**src/design/npcs_pkg.sv**
```systemverilog
`timescale 1ns / 1ps
// ----------------------------------------------------------------------------
// npcs_pkg
// Shared constants and types for the nearest palette color search block.
// ----------------------------------------------------------------------------
package npcs_pkg;

    // Palette size and derived widths
    localparam int PALETTE_ENTRIES = 256;
    localparam int PAL_ADDR_W      = $clog2(PALETTE_ENTRIES);
    localparam int PAL_WORD_W      = 24;
    localparam int IDX_W           = 8;
    localparam int CHAN_W          = 8;
    localparam int SQ_W            = 2 * CHAN_W;
    localparam int DIST_W          = SQ_W + 2;
    localparam int WORD_W          = 32;
    localparam int COLOR_W         = 15;
    localparam int FIELD_W         = 5;

    // Item kinds
    localparam logic KIND_LOAD  = 1'b0;
    localparam logic KIND_QUERY = 1'b1;

    // Alpha values of a packed palette word
    localparam logic [CHAN_W-1:0] ALPHA_OPAQUE = 8'hFF;
    localparam logic [CHAN_W-1:0] ALPHA_CLEAR  = 8'h00;

    // Classified command passed from the front end to the back end
    typedef struct packed {
        logic                is_query;
        logic                wr_en;     // load that lands inside the palette
        logic [CHAN_W-1:0]   alpha;
        logic [IDX_W-1:0]    entry_index;
        logic [CHAN_W-1:0]   red;       // palette red, or widened query red
        logic [CHAN_W-1:0]   green;
        logic [CHAN_W-1:0]   blue;
    } cmd_t;

    // Widen a 5-bit color field to 8 bits: (field << 3) + 4
    function automatic logic [CHAN_W-1:0] widen5(input logic [FIELD_W-1:0] field);
        return {field, 3'b100};
    endfunction

endpackage

```
**src/design/npcs_front.sv**
```systemverilog
`timescale 1ns / 1ps
// ----------------------------------------------------------------------------
// npcs_front
// Accepts input transfers, classifies them into commands and holds them in
// a two-entry queue for the back end.
// ----------------------------------------------------------------------------
module npcs_front import npcs_pkg::*; (
    input  logic               aclk,
    input  logic               aresetn,
    input  logic               s_valid,
    output logic               s_ready,
    input  logic               s_kind,
    input  logic [IDX_W-1:0]   s_entry_index,
    input  logic [CHAN_W-1:0]  s_red,
    input  logic [CHAN_W-1:0]  s_green,
    input  logic [CHAN_W-1:0]  s_blue,
    input  logic [COLOR_W-1:0] s_color_15bit,
    output logic               q_valid,
    output cmd_t               q_cmd,
    input  logic               q_pop
);

    cmd_t       slot_reg [2];
    logic       wr_ptr_reg, wr_ptr_next;
    logic       rd_ptr_reg, rd_ptr_next;
    logic [1:0] count_reg, count_next;
    cmd_t       cmd;
    logic       in_range;
    logic       push;

    // Classify the incoming item
    always_comb begin
        in_range = int'(s_entry_index) < PALETTE_ENTRIES;
        cmd = '0;
        cmd.is_query    = (s_kind == KIND_QUERY);
        cmd.entry_index = s_entry_index;
        if (s_kind == KIND_QUERY) begin
            cmd.red   = widen5(s_color_15bit[FIELD_W-1:0]);
            cmd.green = widen5(s_color_15bit[2*FIELD_W-1:FIELD_W]);
            cmd.blue  = widen5(s_color_15bit[3*FIELD_W-1:2*FIELD_W]);
        end else begin
            cmd.red   = s_red;
            cmd.green = s_green;
            cmd.blue  = s_blue;
            cmd.wr_en = in_range;
            cmd.alpha = (in_range && int'(s_entry_index) == PALETTE_ENTRIES - 1)
                        ? ALPHA_CLEAR : ALPHA_OPAQUE;
        end
    end

    assign s_ready = (count_reg != 2'd2);
    assign push    = s_valid && s_ready;
    assign q_valid = (count_reg != 2'd0);
    assign q_cmd   = slot_reg[rd_ptr_reg];

    // Queue pointers and fill count
    always_comb begin
        wr_ptr_next = push  ? ~wr_ptr_reg : wr_ptr_reg;
        rd_ptr_next = q_pop ? ~rd_ptr_reg : rd_ptr_reg;
        count_next  = count_reg + {1'b0, push} - {1'b0, q_pop};
    end

    always_ff @(posedge aclk) begin
        if (!aresetn) begin
            wr_ptr_reg <= 1'b0;
            rd_ptr_reg <= 1'b0;
            count_reg  <= 2'd0;
        end else begin
            wr_ptr_reg <= wr_ptr_next;
            rd_ptr_reg <= rd_ptr_next;
            count_reg  <= count_next;
        end
    end

    // Queue storage
    always_ff @(posedge aclk) begin
        if (push) begin
            slot_reg[wr_ptr_reg] <= cmd;
        end
    end

endmodule

```
**config.mk**
```make
export PLATFORM = sky130hd
export DESIGN_NAME = npcs_front
export DESIGN_NICKNAME = d
export VERILOG_FILES = /design/src/design/npcs_pkg.sv /design/src/design/npcs_front.sv
export SDC_FILE = /design/constraint.sdc
export NUM_CORES = 1
export LEC_CHECK = 0
export BUFFER_PORTS_ARGS = -buffer_cell sky130_fd_sc_hd__buf_2
export CELL_PAD_IN_SITES_DETAIL_PLACEMENT = 0
export CELL_PAD_IN_SITES_GLOBAL_PLACEMENT = 1
export CORE_ASPECT_RATIO = 1.25
export CORE_UTILIZATION = 28
export DETAILED_ROUTE_END_ITERATION = 7
export GPL_TIMING_DRIVEN = 0
export PLACE_DENSITY = 0.64
export SKIP_LAST_GASP = 1
export SLEW_MARGIN = 20
export SYNTH_ARGS = -nofsm -noshare
export SYNTH_HDL_FRONTEND = slang
export SYNTH_SLANG_ARGS = --single-unit
```
**constraint.sdc**
```tcl
create_clock -name aclk -period 2.28 [get_ports aclk]
set_clock_uncertainty 0.15 [all_clocks]
set_input_delay 0 -clock aclk [delete_from_list [all_inputs] [get_ports aclk]]
set_output_delay 0 -clock aclk [all_outputs]
set_load 0.02 [all_outputs]
```
==> summary.md <==
| Metric | Value |
|---|---|
| Result of the run | `finished, final reports clean` |
| Simple-gate portion of the synthesized area | `under 10%` |
| Max-slew violations | `0` |
| Final Instance Count excl. Fillers | `between 400 and 500` |
| Post-synthesis net count | `about 230` |
| Total number of vias | `2,027` |
| Remaining max-slew budget at the tightest pin | `between 50% and 60%` |
| Largest cells by area after synthesis | `edfxtp_1 (68%), mux2_2 (18%), dfxtp_1 (3.2%)` |
| Largest area contributor in the synthesized netlist | `edfxtp_1` |
| HPWL after DPL | `a little over 4000 microns` |
| Effective utilization at floorplan | `around 29%` |
| Buffers on Ports | `95` |
| Number of synthesized register bits | `75` |
| Largest family of logic cells by synthesized area | `multiplexers` |
| GRT overflow | `0` |
| Routed via count divided by cell count | `about 4.3` |
| Final Hold Fails | `0` |
| Area growth from synthesis to layout | `47.34%` |
| Width of the chip | `96.24 microns` |
| Max Cap Viol | `0` |
| Residual antenna-violating net count after detailed routing | `0` |
| Vert. Die Dim | `around 120 microns` |
| Post-Syn Area | `3108 sq um` |
| Net count of the finished layout | `389` |
| Compound-gate portion of the synthesized area | `around 1.4%` |
| CP bufs+invs | `5` |
| Category of the worst setup path capture point | `flip-flop` |
| Placeable Area | `10,720 sq um` |
| Final routed wirelength across all metal layers | `6399 microns` |
| Remaining DRCs | `0` |
| Peak supply drop | `approximately 0.00034 V` |
| Drt first pass iters | `3` |
| Number of cells after detailed placement | `slightly above 400` |
| Synthesized area divided by synthesized cell count | `17.66 sq um` |
| Gpl congestion | `~0.63` |
| Path category of the worst min-delay check | `in2reg` |
| Worst hold slack across all endpoints | `0.2647 ns` |
| Kind of start point of the critical path | `primary input` |
| CP Cell Sequence | `dlygate4sd3_1, buf_2, buf_2, buf_4, mux2_2, dlygate4sd3_1` |
| Arr. time, crit path | `between 1.5 and 2 ns` |
| Crit path time final | `roughly 2.1 ns` |
| Worst Setup Slack, final | `between 0.2 and 0.25 ns` |
| Total routing resource utilization after global routing | `12.06%` |
| TritonCTS buffer count | `9` |
| Critical path peak fanout | `10` |
| Area of the die | `between 10,000 and 15,000 sq um` |
| Number of diodes | `0` |
| Number of hold buffers added after cts | `between 50 and 60` |
| PD cells | `797.2 nW/um^2` |
| Final cycle utilization of the critical path | `90.92%` |
| Setup fix buffers added after clock tree synthesis | `0` |
| Mux contribution to synthesized area | `a little under a fifth` |
| Io pins | `96` |
| Worst endpoint required time | `about 2.2 ns` |
| Fraction of synthesized cell area taken by the top area cell type | `just under 70%` |
| Worst Setup Slack post-DPL | `0.4409 ns` |
| Core Util, Final | `42.72%` |
| Flip-flop count of the largest register after layout | `70` |
| Arithmetic-cell share of the synthesized area counting full adders, half adders and majority gates | `0.4026%` |
| Final setup vio count | `0` |
| Leakage power | `between 1.5 and 2 nW` |
| Post-synthesis xor/xnor area fraction | `less than 1%` |
| Highest achievable clock rate | `between 400 and 500 MHz` |
| Commonest non-fill, non-tap cell in the layout | `buf_2` |
| Worst-margin pin slew | `about 0.66 ns` |
| Via count of the first global-routing pass | `about 2,100` |
| Largest net degree at the start of global routing | `21` |
| Post-DR wirelength/cell | `13.53 microns` |
| Maximum level of the CTS H-tree | `3` |
| Highest-delay cell along the critical path | `dlygate4sd3_1` |
| Crit path largest cell delay | `about 0.57 ns` |
| Clock tree root buffer cell | `clkbuf_16` |
| Drt first-iter violations | `44` |
| Syn Inst Count | `between 150 and 200` |
| Kind of cell with the highest combined delay on the critical path | `buffers and inverters` |
| Skew-Pair Late Insertion Delay | `roughly 0.32 ns` |
| Number of placement rows | `between 40 and 50` |
| Clock sink total | `75` |
| Sequential fraction of the synthesis area | `70.85%` |
| Count of different cell masters after synthesis | `27` |
| CTS tree | `done` |
| Share of post-route cells with drive strength above 1 | `a little over half` |
| Syn. warnings | `0` |
| Initial antenna violation count | `0` |
| Register clock-pin slew on the reported worst setup and hold paths | `roughly 0.06 ns` |
| Commonest cells after routing, fill and taps aside | `buf_2 (97), edfxtp_1 (70), dlygate4sd3_1 (52)` |
| Global-route wire length before repair | `10,180 microns` |
| Number of buffers on the longest clock path | `2` |
| Count of instances resized after the clock tree is built | `0` |
| Setup slack on the worst flop-to-flop path | `about 0.45 ns` |
| WS Path Type | `in2reg` |
| RSZ-0062 raised after global routing | `no` |
per-layer routing:
| layer | track usage (%) | vias to the layer above | routed length [microns] | part of all wire (%) |
|---|---|---|---|---|
| met5 | 0 | - | 0 | 0 |
| met4 | 5.504 | 0 | 105 | 1.6 |
| met3 | 3.549 | 10 | 295 | 4.6 |
| met2 | 20.12 | 57 | 3286 | 51 |
| met1 | 13.99 | 981 | 2711 | 42 |
| li1 | - | 979 | - | - |
cells by family (layout without fill, tap and decap cells):
logic type,Yosys count,count (layout)
buffers and inverters,17,182
adder cells (fa/ha/maj),1,1
multiplexers,51,51
XOR/XNOR,2,2
flip-flops,75,75
AND/OR/NAND/NOR,25,25
AO/OA/AOI/OAI,5,5
report_power, final:
part | switching (W) | internal [W] | leakage, nW
Clock | 0.000503 | 0.000726 | 0.125
Combinational | 0.000383 | 0.000354 | 0.978
Sequential | 0.0000323 | 0.00165 | 0.695
worst paths after layout:
kind                      startpoint                         to  depth (start not counted)
max                           s_kind   slot_reg[1][6]$_DFFE_PP_                          6
min                 s_entry_index[5]  slot_reg[0][29]$_DFFE_PP_                          2
max reg2reg  count_reg[0]$_SDFF_PN0_  slot_reg[1][27]$_DFFE_PP_                          3
min reg2reg  wr_ptr_reg$_SDFFE_PN0P_    wr_ptr_reg$_SDFFE_PN0P_                          2
cell type report:
type / count / area [sq um]
Fill cell: 1015 / 6141
Sequential cell: 75 / 2202
Timing Repair Buffer: 149 / 1051
Multi-Input combinational cell: 84 / 799.5
Clock buffer: 12 / 236.5
Tap cell: 132 / 165.2
Buffer: 14 / 96.34
Clock inverter: 4 / 17.52
Inverter: 3 / 11.26
through the flow:
step / area [sq um] / TNS (ns) / total power (W)
after floorplan: 3108 / 0 / 0.002131
after global placement: 3749 / -18.63 / 0.002348
after detailed placement: 3805 / 0 / 0.002385
after CTS: 4579 / 0 / 0.003703
after global routing: 4579 / 0 / 0.003821
final: 4579 / 0 / 0.003651
synthesized netlist by cell type:
library cell  number
a21boi_2           1
a211oi_1           1
nand3b_1           2
a21boi_1           1
edfxtp_1          70
dfxtp_1            5
nor2b_1            6
buf_2              2
nand4_1            2
or2_2              4
mux2_2            50
and3_1             1
nand2_1            2
and2_1             3
nand2b_1           1
nor2_1             2
a211o_1            1
buf_4             11
inv_1              3
mux2i_1            1
xor2_1             1
nand3_1            1
a21bo_2            1
clkbuf_1           1
nor4b_1            1
xnor2_1            1
ha_1               1
No activity file was read; power rests on OpenSTA's default activity.
