File: config.mk
export PLATFORM = sky130hd
export DESIGN_NAME = npcs_back
export DESIGN_NICKNAME = d
export VERILOG_FILES = /design/src/design/npcs_pkg.sv /design/src/design/npcs_back.sv
export SDC_FILE = /design/constraint.sdc
export NUM_CORES = 1
export LEC_CHECK = 0
export CAP_MARGIN = 40
export CELL_PAD_IN_SITES_DETAIL_PLACEMENT = 0
export CELL_PAD_IN_SITES_GLOBAL_PLACEMENT = 1
export CORE_MARGIN = 2
export CORE_UTILIZATION = 53
export CTS_BUF_LIST = sky130_fd_sc_hd__clkbuf_8
export DETAILED_ROUTE_END_ITERATION = 7
export DONT_BUFFER_PORTS = 1
export GPL_TIMING_DRIVEN = 1
export HOLD_SLACK_MARGIN = 0.03
export PLACE_DENSITY = 0.83
export SETUP_SLACK_MARGIN = 0.1
export SYNTH_ARGS = -nofsm -noshare
export SYNTH_HDL_FRONTEND = slang
export SYNTH_SLANG_ARGS = --single-unit
export TNS_END_PERCENT = 30
File: constraint.sdc
create_clock -name aclk -period 9.17 [get_ports aclk]
set_clock_uncertainty 0.2 [all_clocks]
set_input_delay 1.834 -clock aclk [delete_from_list [all_inputs] [get_ports aclk]]
set_output_delay 1.834 -clock aclk [all_outputs]
set_load 0.05 [all_outputs]
File: src/design/npcs_pkg.sv
`timescale 1ns / 1ps
// ----------------------------------------------------------------------------
// npcs_pkg
// Shared constants and types for the nearest palette color search block.
// ----------------------------------------------------------------------------
package npcs_pkg;

    // Palette size and derived widths
    localparam int PALETTE_ENTRIES = 256;
    localparam int PAL_ADDR_W      = $clog2(PALETTE_ENTRIES);
    localparam int PAL_WORD_W      = 24;
    localparam int IDX_W           = 8;
    localparam int CHAN_W          = 8;
    localparam int SQ_W            = 2 * CHAN_W;
    localparam int DIST_W          = SQ_W + 2;
    localparam int WORD_W          = 32;
    localparam int COLOR_W         = 15;
    localparam int FIELD_W         = 5;

    // Item kinds
    localparam logic KIND_LOAD  = 1'b0;
    localparam logic KIND_QUERY = 1'b1;

    // Alpha values of a packed palette word
    localparam logic [CHAN_W-1:0] ALPHA_OPAQUE = 8'hFF;
    localparam logic [CHAN_W-1:0] ALPHA_CLEAR  = 8'h00;

    // Classified command passed from the front end to the back end
    typedef struct packed {
        logic                is_query;
        logic                wr_en;     // load that lands inside the palette
        logic [CHAN_W-1:0]   alpha;
        logic [IDX_W-1:0]    entry_index;
        logic [CHAN_W-1:0]   red;       // palette red, or widened query red
        logic [CHAN_W-1:0]   green;
        logic [CHAN_W-1:0]   blue;
    } cmd_t;

    // Widen a 5-bit color field to 8 bits: (field << 3) + 4
    function automatic logic [CHAN_W-1:0] widen5(input logic [FIELD_W-1:0] field);
        return {field, 3'b100};
    endfunction

endpackage

File: src/design/npcs_back.sv
`timescale 1ns / 1ps
// ----------------------------------------------------------------------------
// npcs_back
// Executes queued commands: a load writes the palette memory and returns the
// packed word; a query scans the palette one entry per cycle through a
// three-stage distance pipeline and returns the nearest index.
// ----------------------------------------------------------------------------
module npcs_back import npcs_pkg::*; (
    input  logic                  aclk,
    input  logic                  aresetn,
    input  logic                  q_valid,
    input  cmd_t                  q_cmd,
    output logic                  q_pop,
    output logic                  ram_we,
    output logic [PAL_ADDR_W-1:0] ram_waddr,
    output logic [PAL_WORD_W-1:0] ram_wdata,
    output logic [PAL_ADDR_W-1:0] ram_raddr,
    input  logic [PAL_WORD_W-1:0] ram_rdata,
    output logic                  m_valid,
    input  logic                  m_ready,
    output logic [WORD_W-1:0]     m_packed_word,
    output logic [IDX_W-1:0]      m_nearest_index
);

    localparam logic ST_IDLE = 1'b0;
    localparam logic ST_SCAN = 1'b1;
    localparam logic [PAL_ADDR_W-1:0] LAST_ADDR = PAL_ADDR_W'(PALETTE_ENTRIES - 1);

    logic                  state_reg, state_next;
    logic                  issue_reg, issue_next;
    logic [PAL_ADDR_W-1:0] rd_addr_reg, rd_addr_next;
    logic [CHAN_W-1:0]     qr_reg, qg_reg, qb_reg;
    logic                  s1_valid_reg, s1_last_reg;
    logic [PAL_ADDR_W-1:0] s1_idx_reg;
    logic                  s2_valid_reg, s2_last_reg;
    logic [PAL_ADDR_W-1:0] s2_idx_reg;
    logic [SQ_W-1:0]       sq_r_reg, sq_g_reg, sq_b_reg;
    logic [DIST_W-1:0]     best_dist_reg, best_dist_next;
    logic [PAL_ADDR_W-1:0] best_idx_reg, best_idx_next;
    logic                  m_valid_reg, m_valid_next;
    logic [WORD_W-1:0]     m_word_reg, m_word_next;
    logic [IDX_W-1:0]      m_index_reg, m_index_next;

    logic [CHAN_W-1:0]     pr, pg, pb;
    logic [CHAN_W-1:0]     dr, dg, db;
    logic [DIST_W-1:0]     dist_sum;
    logic                  better;
    logic                  start;

    // Start a command when the output slot is free or being drained
    assign start     = (state_reg == ST_IDLE) && q_valid && (!m_valid_reg || m_ready);
    assign q_pop     = start;
    assign ram_we    = start && !q_cmd.is_query && q_cmd.wr_en;
    assign ram_waddr = q_cmd.entry_index[PAL_ADDR_W-1:0];
    assign ram_wdata = {q_cmd.blue, q_cmd.green, q_cmd.red};
    assign ram_raddr = rd_addr_reg;

    // Stage 2: absolute channel differences of the entry just read
    always_comb begin
        pr = ram_rdata[CHAN_W-1:0];
        pg = ram_rdata[2*CHAN_W-1:CHAN_W];
        pb = ram_rdata[3*CHAN_W-1:2*CHAN_W];
        dr = (qr_reg >= pr) ? qr_reg - pr : pr - qr_reg;
        dg = (qg_reg >= pg) ? qg_reg - pg : pg - qg_reg;
        db = (qb_reg >= pb) ? qb_reg - pb : pb - qb_reg;
    end

    // Stage 3: distance sum and running minimum
    assign dist_sum = DIST_W'(sq_r_reg) + DIST_W'(sq_g_reg) + DIST_W'(sq_b_reg);
    assign better   = dist_sum < best_dist_reg;

    // Control and result path
    always_comb begin
        state_next     = state_reg;
        issue_next     = issue_reg;
        rd_addr_next   = rd_addr_reg;
        best_dist_next = best_dist_reg;
        best_idx_next  = best_idx_reg;
        m_valid_next   = m_valid_reg && !m_ready;
        m_word_next    = m_word_reg;
        m_index_next   = m_index_reg;

        unique case (state_reg)
            ST_IDLE: begin
                if (start) begin
                    if (q_cmd.is_query) begin
                        state_next     = ST_SCAN;
                        issue_next     = 1'b1;
                        rd_addr_next   = '0;
                        best_dist_next = '1;
                        best_idx_next  = '0;
                    end else begin
                        m_valid_next = 1'b1;
                        m_word_next  = {q_cmd.alpha, q_cmd.blue, q_cmd.green, q_cmd.red};
                        m_index_next = '0;
                    end
                end
            end
            ST_SCAN: begin
                // Address sequencer
                if (issue_reg) begin
                    if (rd_addr_reg == LAST_ADDR) begin
                        issue_next = 1'b0;
                    end else begin
                        rd_addr_next = rd_addr_reg + 1'b1;
                    end
                end
                // Minimum tracking
                if (s2_valid_reg && better) begin
                    best_dist_next = dist_sum;
                    best_idx_next  = s2_idx_reg;
                end
                if (s2_valid_reg && s2_last_reg) begin
                    state_next   = ST_IDLE;
                    m_valid_next = 1'b1;
                    m_word_next  = '0;
                    m_index_next = IDX_W'(better ? s2_idx_reg : best_idx_reg);
                end
            end
            default: begin
                state_next = ST_IDLE;
            end
        endcase
    end

    // Control registers
    always_ff @(posedge aclk) begin
        if (!aresetn) begin
            state_reg    <= ST_IDLE;
            issue_reg    <= 1'b0;
            s1_valid_reg <= 1'b0;
            s2_valid_reg <= 1'b0;
            m_valid_reg  <= 1'b0;
        end else begin
            state_reg    <= state_next;
            issue_reg    <= issue_next;
            s1_valid_reg <= (state_reg == ST_SCAN) && issue_reg;
            s2_valid_reg <= s1_valid_reg;
            m_valid_reg  <= m_valid_next;
        end
    end

    // Payload registers
    always_ff @(posedge aclk) begin
        rd_addr_reg   <= rd_addr_next;
        best_dist_reg <= best_dist_next;
        best_idx_reg  <= best_idx_next;
        m_word_reg    <= m_word_next;
        m_index_reg   <= m_index_next;
        if (start && q_cmd.is_query) begin
            qr_reg <= q_cmd.red;
            qg_reg <= q_cmd.green;
            qb_reg <= q_cmd.blue;
        end
        // Stage 1: tag the read issued this cycle
        s1_idx_reg  <= rd_addr_reg;
        s1_last_reg <= (rd_addr_reg == LAST_ADDR);
        // Stage 2: squares
        s2_idx_reg  <= s1_idx_reg;
        s2_last_reg <= s1_last_reg;
        sq_r_reg    <= dr * dr;
        sq_g_reg    <= dg * dg;
        sq_b_reg    <= db * db;
    end

    assign m_valid         = m_valid_reg;
    assign m_packed_word   = m_word_reg;
    assign m_nearest_index = m_index_reg;

endmodule
==> results.toml, run 1 <==
[cts]
clock_latency_ps = 470
cts_tree = "built"
path_clk_slew_ps = 110
clock_sinks = 166
ctsRootBufferMaster = "clkbuf_8"
cts_made_buffers = 17
ctsHtreeMaxLevel = 4
ctsHoldBuffers = 0
cts_setup_buffers = 0
cts_buffer_depth = 2
cts_resized = 0

[synth]
synth_area_leader_cell = "edfxtp_1"
synth-main-ff-cell = "edfxtp_1"
ys.warnings.count = 0
synth.area.top_cells = "edfxtp_1 22%, ha_1 15%, fa_1 14%"
ys_seq_elements = 166
ys_seq_area_share_pct = 31.8
synthesis.area_mm2 = 0.0135
yosys-top-cells-count = "228 x inv_1, 167 x ha_1, 105 x nor2_1, 98 x edfxtp_1, 97 x fa_1"
synth_edf_count = 98
yosys.area.top_type_share_pct = 21.7
syn-instance-count = 1344
ys_async_sr_fraction_pct = 0
avgSynthCellArea_um2 = 10.1
ys_types = 60
synth.most_common_cell = "inv_1"

[route]
first_pass_iters = 4
drt-total-wl_um = 24400
postRouteAntennaNets = 0
wl_per_cell_um = 14.7
vias = 8636
remaining_drc_errors = 0
viasPerCell = 5.21
first_iter_violations = 377

[critical_path]
r2r_slack_ps = 2280
crit_chain = "inv_1 -> ha_1 -> a21o_1 -> a21o_1 -> a211oi_4 -> mux2i_1 -> xor2_2 -> or2_1 -> inv_1 -> fa_1 -> fa_1 -> inv_1 -> fa_1 -> fa_1 -> inv_1 -> ha_1 -> o21a_1 -> o31a_1 -> o31ai_1 -> o21ai_0 -> xor2_1"
r2r.worst_path.cells = 23
cp_slowest_cell = "fa_1"
crit_path_end_kind = "flip-flop"
startpoint_type = "input port"
path_class = "input port to flip-flop"
worstSetupPathDepth = 21
cp_num_buf_inv = 4
critPathMaxStageDelay_ps = 550
cp_max_fo = 10
critPathRequiredTime_ps = 9330
cp_top_family = "adder cells"
arrival_ps = 7970

[global_route]
grt_pass1_vias = 8988
grt-ovfl-total = 0
grt_first_pass_wirelength_um = 41400
antenna_found_initial = 0
grt_max_degree = 73
grt_usage_pct = 19.3

[die]
dieWidth_um = 164
pin_count = 153
die_area_mm2 = 0.0269
initial_core_util_pct = 54.0
rows = 58
core-area_mm2 = 0.0251
dieHeight_um = 164

[timing]
setup_viol = 0
fin_tns_setup_ps = 0
slew_viol_final = 0
period_share_pct = 85.2
max_slew_margin_pct = 43.2
post-route-min-period_ps = 7810
tightest_slew_ps = 831
finalHoldViolCount = 0
timing.fmax_ghz = 0.128
grt_setup_unrepaired = "no"

[layout]
drive_gt1_share_pct = 6.63
n_antenna_cell = 0
nets = 1649
area_growth_syn_to_layout_pct = 4.21
largest_reg_flops = 32

[place]
portBuffers = 0
gp_congestion = 0.838
dp_hpwl_um = 19000

[min_path]
worstHoldPathCells = 0
hp-class = "flip-flop to flip-flop"

[outcome]
status = "finished clean"

[run]
cap_viol_max_count = 0
[cells in the final DEF, fill, tap and decap left out, drive strengths merged, types with 3 or more instances in the layout]
cell,count
a2111oi,3
a211oi,10
a21boi,3
a21o,39
a21oi,64
a31o,3
a31oi,14
and2,8
and3,4
buf,12
clkbuf,17
clkinv,6
conb,3
dfxtp,68
edfxtp,98
fa,97
ha,167
inv,237
mux2i,30
nand2,50
nand2b,18
nand3,19
nand3b,4
nand4,18
nor2,109
nor2b,43
nor3,14
o21a,7
o21ai,28
o21bai,9
o31a,5
o31ai,3
or2,17
xnor2,49
xor2,30
[metrics by stage]
step / worst slack [ps] / hold WS (ps) / instances / area, um^2 / utilization (%)
floorplan: 1380 / 110 / 1345 / 13600 / -
global placement: 1040 / 111 / 1625 / 13700 / 54.5
detailed placement: 899 / 113 / 1626 / 13700 / 54.5
CTS: 1380 / 126 / 1658 / 14100 / 56.2
global route: 927 / 134 / 1658 / 14100 / 56.2
finish: 1360 / 126 / 1658 / 14100 / 56.2
[cell type report]
| type | count | area, um^2 |
|---|---|---|
| clock buffers | 17 | 234 |
| clock inverters | 15 | 190 |
| fillers | 2315 | 11000 |
| inverters | 229 | 860 |
| multi-input cells | 889 | 8030 |
| flip-flops and latches | 166 | 4310 |
| well taps | 330 | 413 |
| repair buffers | 12 | 90.1 |
[worst paths after layout]
check / end / from
worst max-delay path: sq_r_reg[14] / ram_rdata[5]
worst min-delay path: s2_idx_reg[4] / s1_idx_reg[4]
worst max register to register: sq_r_reg[14] / qr_reg[0]
worst min register to register: s2_idx_reg[4] / s1_idx_reg[4]
[kinds of logic (layout without fill, tap and decap cells)]
group / count (synthesis) / in the layout / synth area share [%]
simple gates: 311 / 311 / 11.3
buf+inv: 290 / 273 / 9.13
fa+ha+maj: 264 / 264 / 29.8
compound gates: 201 / 201 / 9.82
flops: 166 / 166 / 31.8
xor+xnor: 79 / 79 / 5.83
mux: 31 / 31 / 2.30
other cells: 2 / 3 / 0.0554
[metal layers]
| metal | track usage (%) | up-vias | wire (um) |
|---|---|---|---|
| met5 | 0 | - | 0 |
| met2 | 34.3 | 123 | 12300 |
| met3 | 3.26 | 22 | 874 |
| li1 | - | 4338 | - |
| met4 | 5.06 | 0 | 294 |
| met1 | 24.4 | 4153 | 10900 |
Power of run 1 is not shown: default switching activity piles up to over one toggle a cycle in this logic, so the estimate is an artifact.
==> run 2: changes to the inputs <==
Settings changed: RECOVER_POWER set to 100.
==> run 2 against run 1 <==
Against the previous run: the run now ends with max-capacitance violations, max-slew violations left; critical path depth is 1 higher; via count grew 0.20%; non-clock buffer count unchanged; cell area is 0.49% lower; worst hold slack got worse by 0.96 ps; first-iteration DRC count is 2.1% lower; die area is the same; setup slack got worse by 290 ps; flip-flop and latch count stayed put; core utilization down 0.27 points; routed wire length decreased by 0.29%; sequential share of layout area is 0.14 points higher; critical path type unchanged; largest cell class unchanged.
==> results.toml, run 2 (same netlist as run 1, synthesis figures left out) <==
[cts]
ctsHoldBuffers = 0
cts_buffer_depth = 2
clock_sinks = 166
ctsRootBufferMaster = "clkbuf_8"
cts_setup_buffers = 0
cts_made_buffers = 17
cts_tree = "built"
path_clk_slew_ps = 110
ctsHtreeMaxLevel = 4
cts_resized = 0
clock_latency_ps = 470

[critical_path]
crit_path_end_kind = "flip-flop"
cp_max_fo = 8
r2r_start = "state_reg"
r2r_end = "m_packed_word[25]"
arrival_ps = 8240
r2r_slack_ps = 1710
critPathRequiredTime_ps = 9310
startpoint_type = "input port"
r2r.worst_path.cells = 4
path_class = "input port to flip-flop"

[route]
vias = 8653
wl_per_cell_um = 14.6
first_pass_iters = 5
remaining_drc_errors = 0
viasPerCell = 5.22
first_iter_violations = 369
postRouteAntennaNets = 0
drt-total-wl_um = 24300

[global_route]
grt-ovfl-total = 0
grt_max_degree = 73
grt_usage_pct = 19.3
grt_first_pass_wirelength_um = 41400
antenna_found_initial = 0
grt_pass1_vias = 8988

[timing]
finalHoldViolCount = 0
setup_viol = 0
timing.fmax_ghz = 0.123
post-route-min-period_ps = 8100
slew_viol_final = 129
grt_setup_unrepaired = "no"
period_share_pct = 88.4
tightest_slew_ps = 3420
fin_tns_setup_ps = 0
setup_ws_ps = 1070
max_slew_margin_pct = -128

[die]
core-area_mm2 = 0.0251
rows = 58
pin_count = 153
die_area_mm2 = 0.0269
initial_core_util_pct = 54.0
dieWidth_um = 164
dieHeight_um = 164

[layout]
nets = 1649
drive_gt1_share_pct = 5.57
area_growth_syn_to_layout_pct = 3.70
final_cell_mix = "228 x inv_1, 167 x ha_1, 107 x nor2_1"
n_antenna_cell = 0
largest_reg_flops = 32
final_common_cell = "inv_1"

[outcome]
violations = "max-capacitance violations, max-slew violations"
status = "finished with violations"

[min_path]
whs_endpoint = "s2_idx_reg[4]"
hp-class = "flip-flop to flip-flop"
hp-start = "s1_idx_reg[4]"
worstHoldPathCells = 0

[run]
cap_viol_max_count = 3

[place]
dp_hpwl_um = 19000
pre_cts_ws_ps = 899
gp_congestion = 0.838
portBuffers = 0
==> run 2: changes by cell type in the layout (fill, tap and decap cells not counted), sizes merged <==
| cell | before | now |
|---|---|---|
| buf | 12 | 7 |
| clkbuf | 17 | 22 |
==> run 2: worst max path at each step <==
stage	startpoint	to	slack (ps)	cells past startpoint
after global routing	ram_rdata[8]	sq_g_reg[14]	530	22
after CTS	ram_rdata[5]	sq_r_reg[14]	1380	21
after detailed placement	ram_rdata[5]	sq_r_reg[14]	900	21
after global placement	ram_rdata[5]	sq_r_reg[14]	1040	21
final	ram_rdata[8]	sq_g_reg[14]	1070	22
after floorplan	ram_rdata[5]	sq_r_reg[13]	1380	22
==> run 2: metrics by stage <==
stage | instances | hold slack (ps) | instance area [um^2] | utilization (%)
CTS | 1658 | 126 | 14100 | 56.2
floorplan | 1345 | 110 | 13600 | -
finish | 1658 | 125 | 14100 | 56.0
detailed placement | 1626 | 113 | 13700 | 54.5
global route | 1658 | 134 | 14100 | 56.0
global placement | 1625 | 111 | 13700 | 54.5
==> run 2: layout make-up <==
cell class / count / area [um^2]
clock inverter: 15 / 190
sequential: 166 / 4300
tap: 330 / 413
clock buffer: 17 / 234
multi-input combinational: 889 / 7980
inverter: 229 / 860
fill: 2330 / 11100
timing repair buffer: 12 / 71.3
==> run 2: worst max-delay path, stage by stage <==
cell	delay, ps
ha_1	140
inv_1	60
fa_1	410
nand3_1	120
a31oi_1	90
a211oi_1	1080
mux2i_1	220
xnor2_1	640
nor2_1	240
fa_1	500
fa_1	510
inv_1	50
fa_1	500
fa_1	540
inv_1	40
ha_1	310
inv_1	100
nor2_1	60
o31a_1	120
o22ai_1	310
o21ai_0	180
xor2_1	170
==> run 2: metal layers <==
| metal | track usage [%] | wire, um | vias to the layer above |
|---|---|---|---|
| met2 | 34.3 | 12200 | 123 |
| met5 | 0 | 0 | - |
| li1 | - | - | 4339 |
| met4 | 5.06 | 295 | 0 |
| met1 | 24.4 | 11000 | 4169 |
| met3 | 3.26 | 794 | 22 |
Power of run 2 is left out for the same reason.
==> run 3: changes to the inputs <==
Settings changed: CORE_MARGIN 2 to unset.
==> run 3 against run 2 <==
Against the previous run: the run still ends with max-capacitance violations, max-slew violations left; core utilization is 0.10 points higher; via count fell by 0.62%; setup slack worse by 100 ps; die area decreased by 2.4%; critical path depth up 2; critical endpoint unchanged; sequential share of layout area is 0.057 points lower; non-clock buffer count did not move; fmax down 1.2%; first-iteration DRC count increased by 1.9%; register-to-register slack improved by 130 ps; routed wire length shrank 2.8%; final cell count unchanged.
==> results.toml, run 3 (same netlist as run 1, synthesis figures left out) <==
[place]
gp_congestion = 0.818
pre_cts_ws_ps = 836
dp_hpwl_um = 18500
dp_cells = 1626
portBuffers = 0

[die]
rows = 58
dieHeight_um = 162
pin_count = 153
die_area_mm2 = 0.0262
core-area_mm2 = 0.0251
initial_core_util_pct = 54.0
dieWidth_um = 162

[critical_path]
r2r.worst_path.cells = 25
startpoint_type = "input port"
cp_max_fo = 10
arrival_ps = 8360
path_class = "input port to flip-flop"
r2r_end = "sq_g_reg[14]"
r2r_start = "qg_reg[0]"
r2r_slack_ps = 1840
critPathRequiredTime_ps = 9320
crit_path_end_kind = "flip-flop"

[min_path]
hp-class = "flip-flop to flip-flop"
whs_endpoint = "s2_idx_reg[0]"
worstHoldPathCells = 0
hp-start = "s1_idx_reg[0]"

[timing]
fin_tns_setup_ps = 0
period_share_pct = 89.5
slew_viol_final = 132
setup_ws_ps = 964
timing.fmax_ghz = 0.122
post-route-min-period_ps = 8210
fin_hold_ws_ps = 128
max_slew_margin_pct = -123
setup_viol = 0
grt_setup_unrepaired = "no"
tightest_slew_ps = 3350
finalHoldViolCount = 0

[route]
drt-total-wl_um = 23600
viasPerCell = 5.19
postRouteAntennaNets = 0
remaining_drc_errors = 0
first_iter_violations = 376
wl_per_cell_um = 14.2
first_pass_iters = 5
vias = 8599

[cts]
cts_tree = "built"
ctsHoldBuffers = 0
cts_resized = 0
path_clk_slew_ps = 120
clock_latency_ps = 470
cts_made_buffers = 17
cts_setup_buffers = 0
ctsRootBufferMaster = "clkbuf_8"
cts_buffer_depth = 2
clock_sinks = 166
ctsHtreeMaxLevel = 4

[outcome]
status = "finished with violations"
violations = "max-capacitance violations, max-slew violations"

[global_route]
grt_usage_pct = 19.1
antenna_found_initial = 0
grt_first_pass_wirelength_um = 40200
grt-ovfl-total = 0
grt_max_degree = 73
grt_pass1_vias = 8935

[layout]
fillers = 2295
finalNonFillerCells = 1658
final_cell_mix = "228 x inv_1, 167 x ha_1, 107 x nor2_1"
largest_reg_flops = 32
area_growth_syn_to_layout_pct = 3.90
drive_gt1_share_pct = 5.57
final_common_cell = "inv_1"
nets = 1649
n_antenna_cell = 0

[run]
cap_viol_max_count = 4
run 3: changes by cell type in the layout (fill, tap and decap cells not counted):
cell	change
inv_6	+2
inv_8	-5
clkinv_4	-1
clkinv_8	+3
inv_12	+2
clkinvlp_4	-1
run 3: worst max path at each step:
stage                            start           end  slack [ps]  depth (start not counted)
after global routing      ram_rdata[8]  sq_g_reg[14]         520                         24
after floorplan           ram_rdata[5]  sq_r_reg[13]        1380                         22
after detailed placement  ram_rdata[5]  sq_r_reg[14]         840                         21
after CTS                 ram_rdata[5]  sq_r_reg[14]        1350                         21
after global placement    ram_rdata[5]  sq_r_reg[14]         980                         21
final                     ram_rdata[8]  sq_g_reg[14]         960                         24
run 3: area by class of cell:
class,count,area [um^2],share of cell area (%)
clock inverter,15,216,1.54
tap,330,413,2.93
multi-input combinational,889,7980,56.7
clock buffer,17,234,1.66
inverter,229,860,6.11
sequential,166,4300,30.6
timing repair buffer,12,71.3,0.507
run 3: per-layer routing:
metal,vias up,share of wire (%),GRT usage [%]
met4,0,1.2,5.57
met3,23,3.1,2.81
met2,124,50,33.5
li1,4343,-,-
met5,-,0,0
met1,4109,46,24.2
run 3: per-stage QoR:
stage	area [um^2]	util, %
3_5_place_dp	13700	54.5
6_report	14100	56.1
2_1_floorplan	13600	-
5_1_grt	14100	56.1
4_1_cts	14100	56.3
3_3_place_gp	13700	54.5
run 3: critical path, cell delays in order:
cell	delay, ps
ha_1	170
inv_1	60
fa_1	390
nand3_1	110
a31oi_1	90
a211oi_1	1110
mux2i_1	310
xor2_1	150
clkbuf_1	420
or2_2	230
inv_1	60
fa_1	480
fa_1	550
inv_1	60
fa_1	500
fa_1	540
inv_1	40
ha_1	310
inv_1	100
nor2_1	50
o31a_1	110
o22ai_1	320
o21ai_0	180
xor2_1	160
Power of run 3 is left out for the same reason.
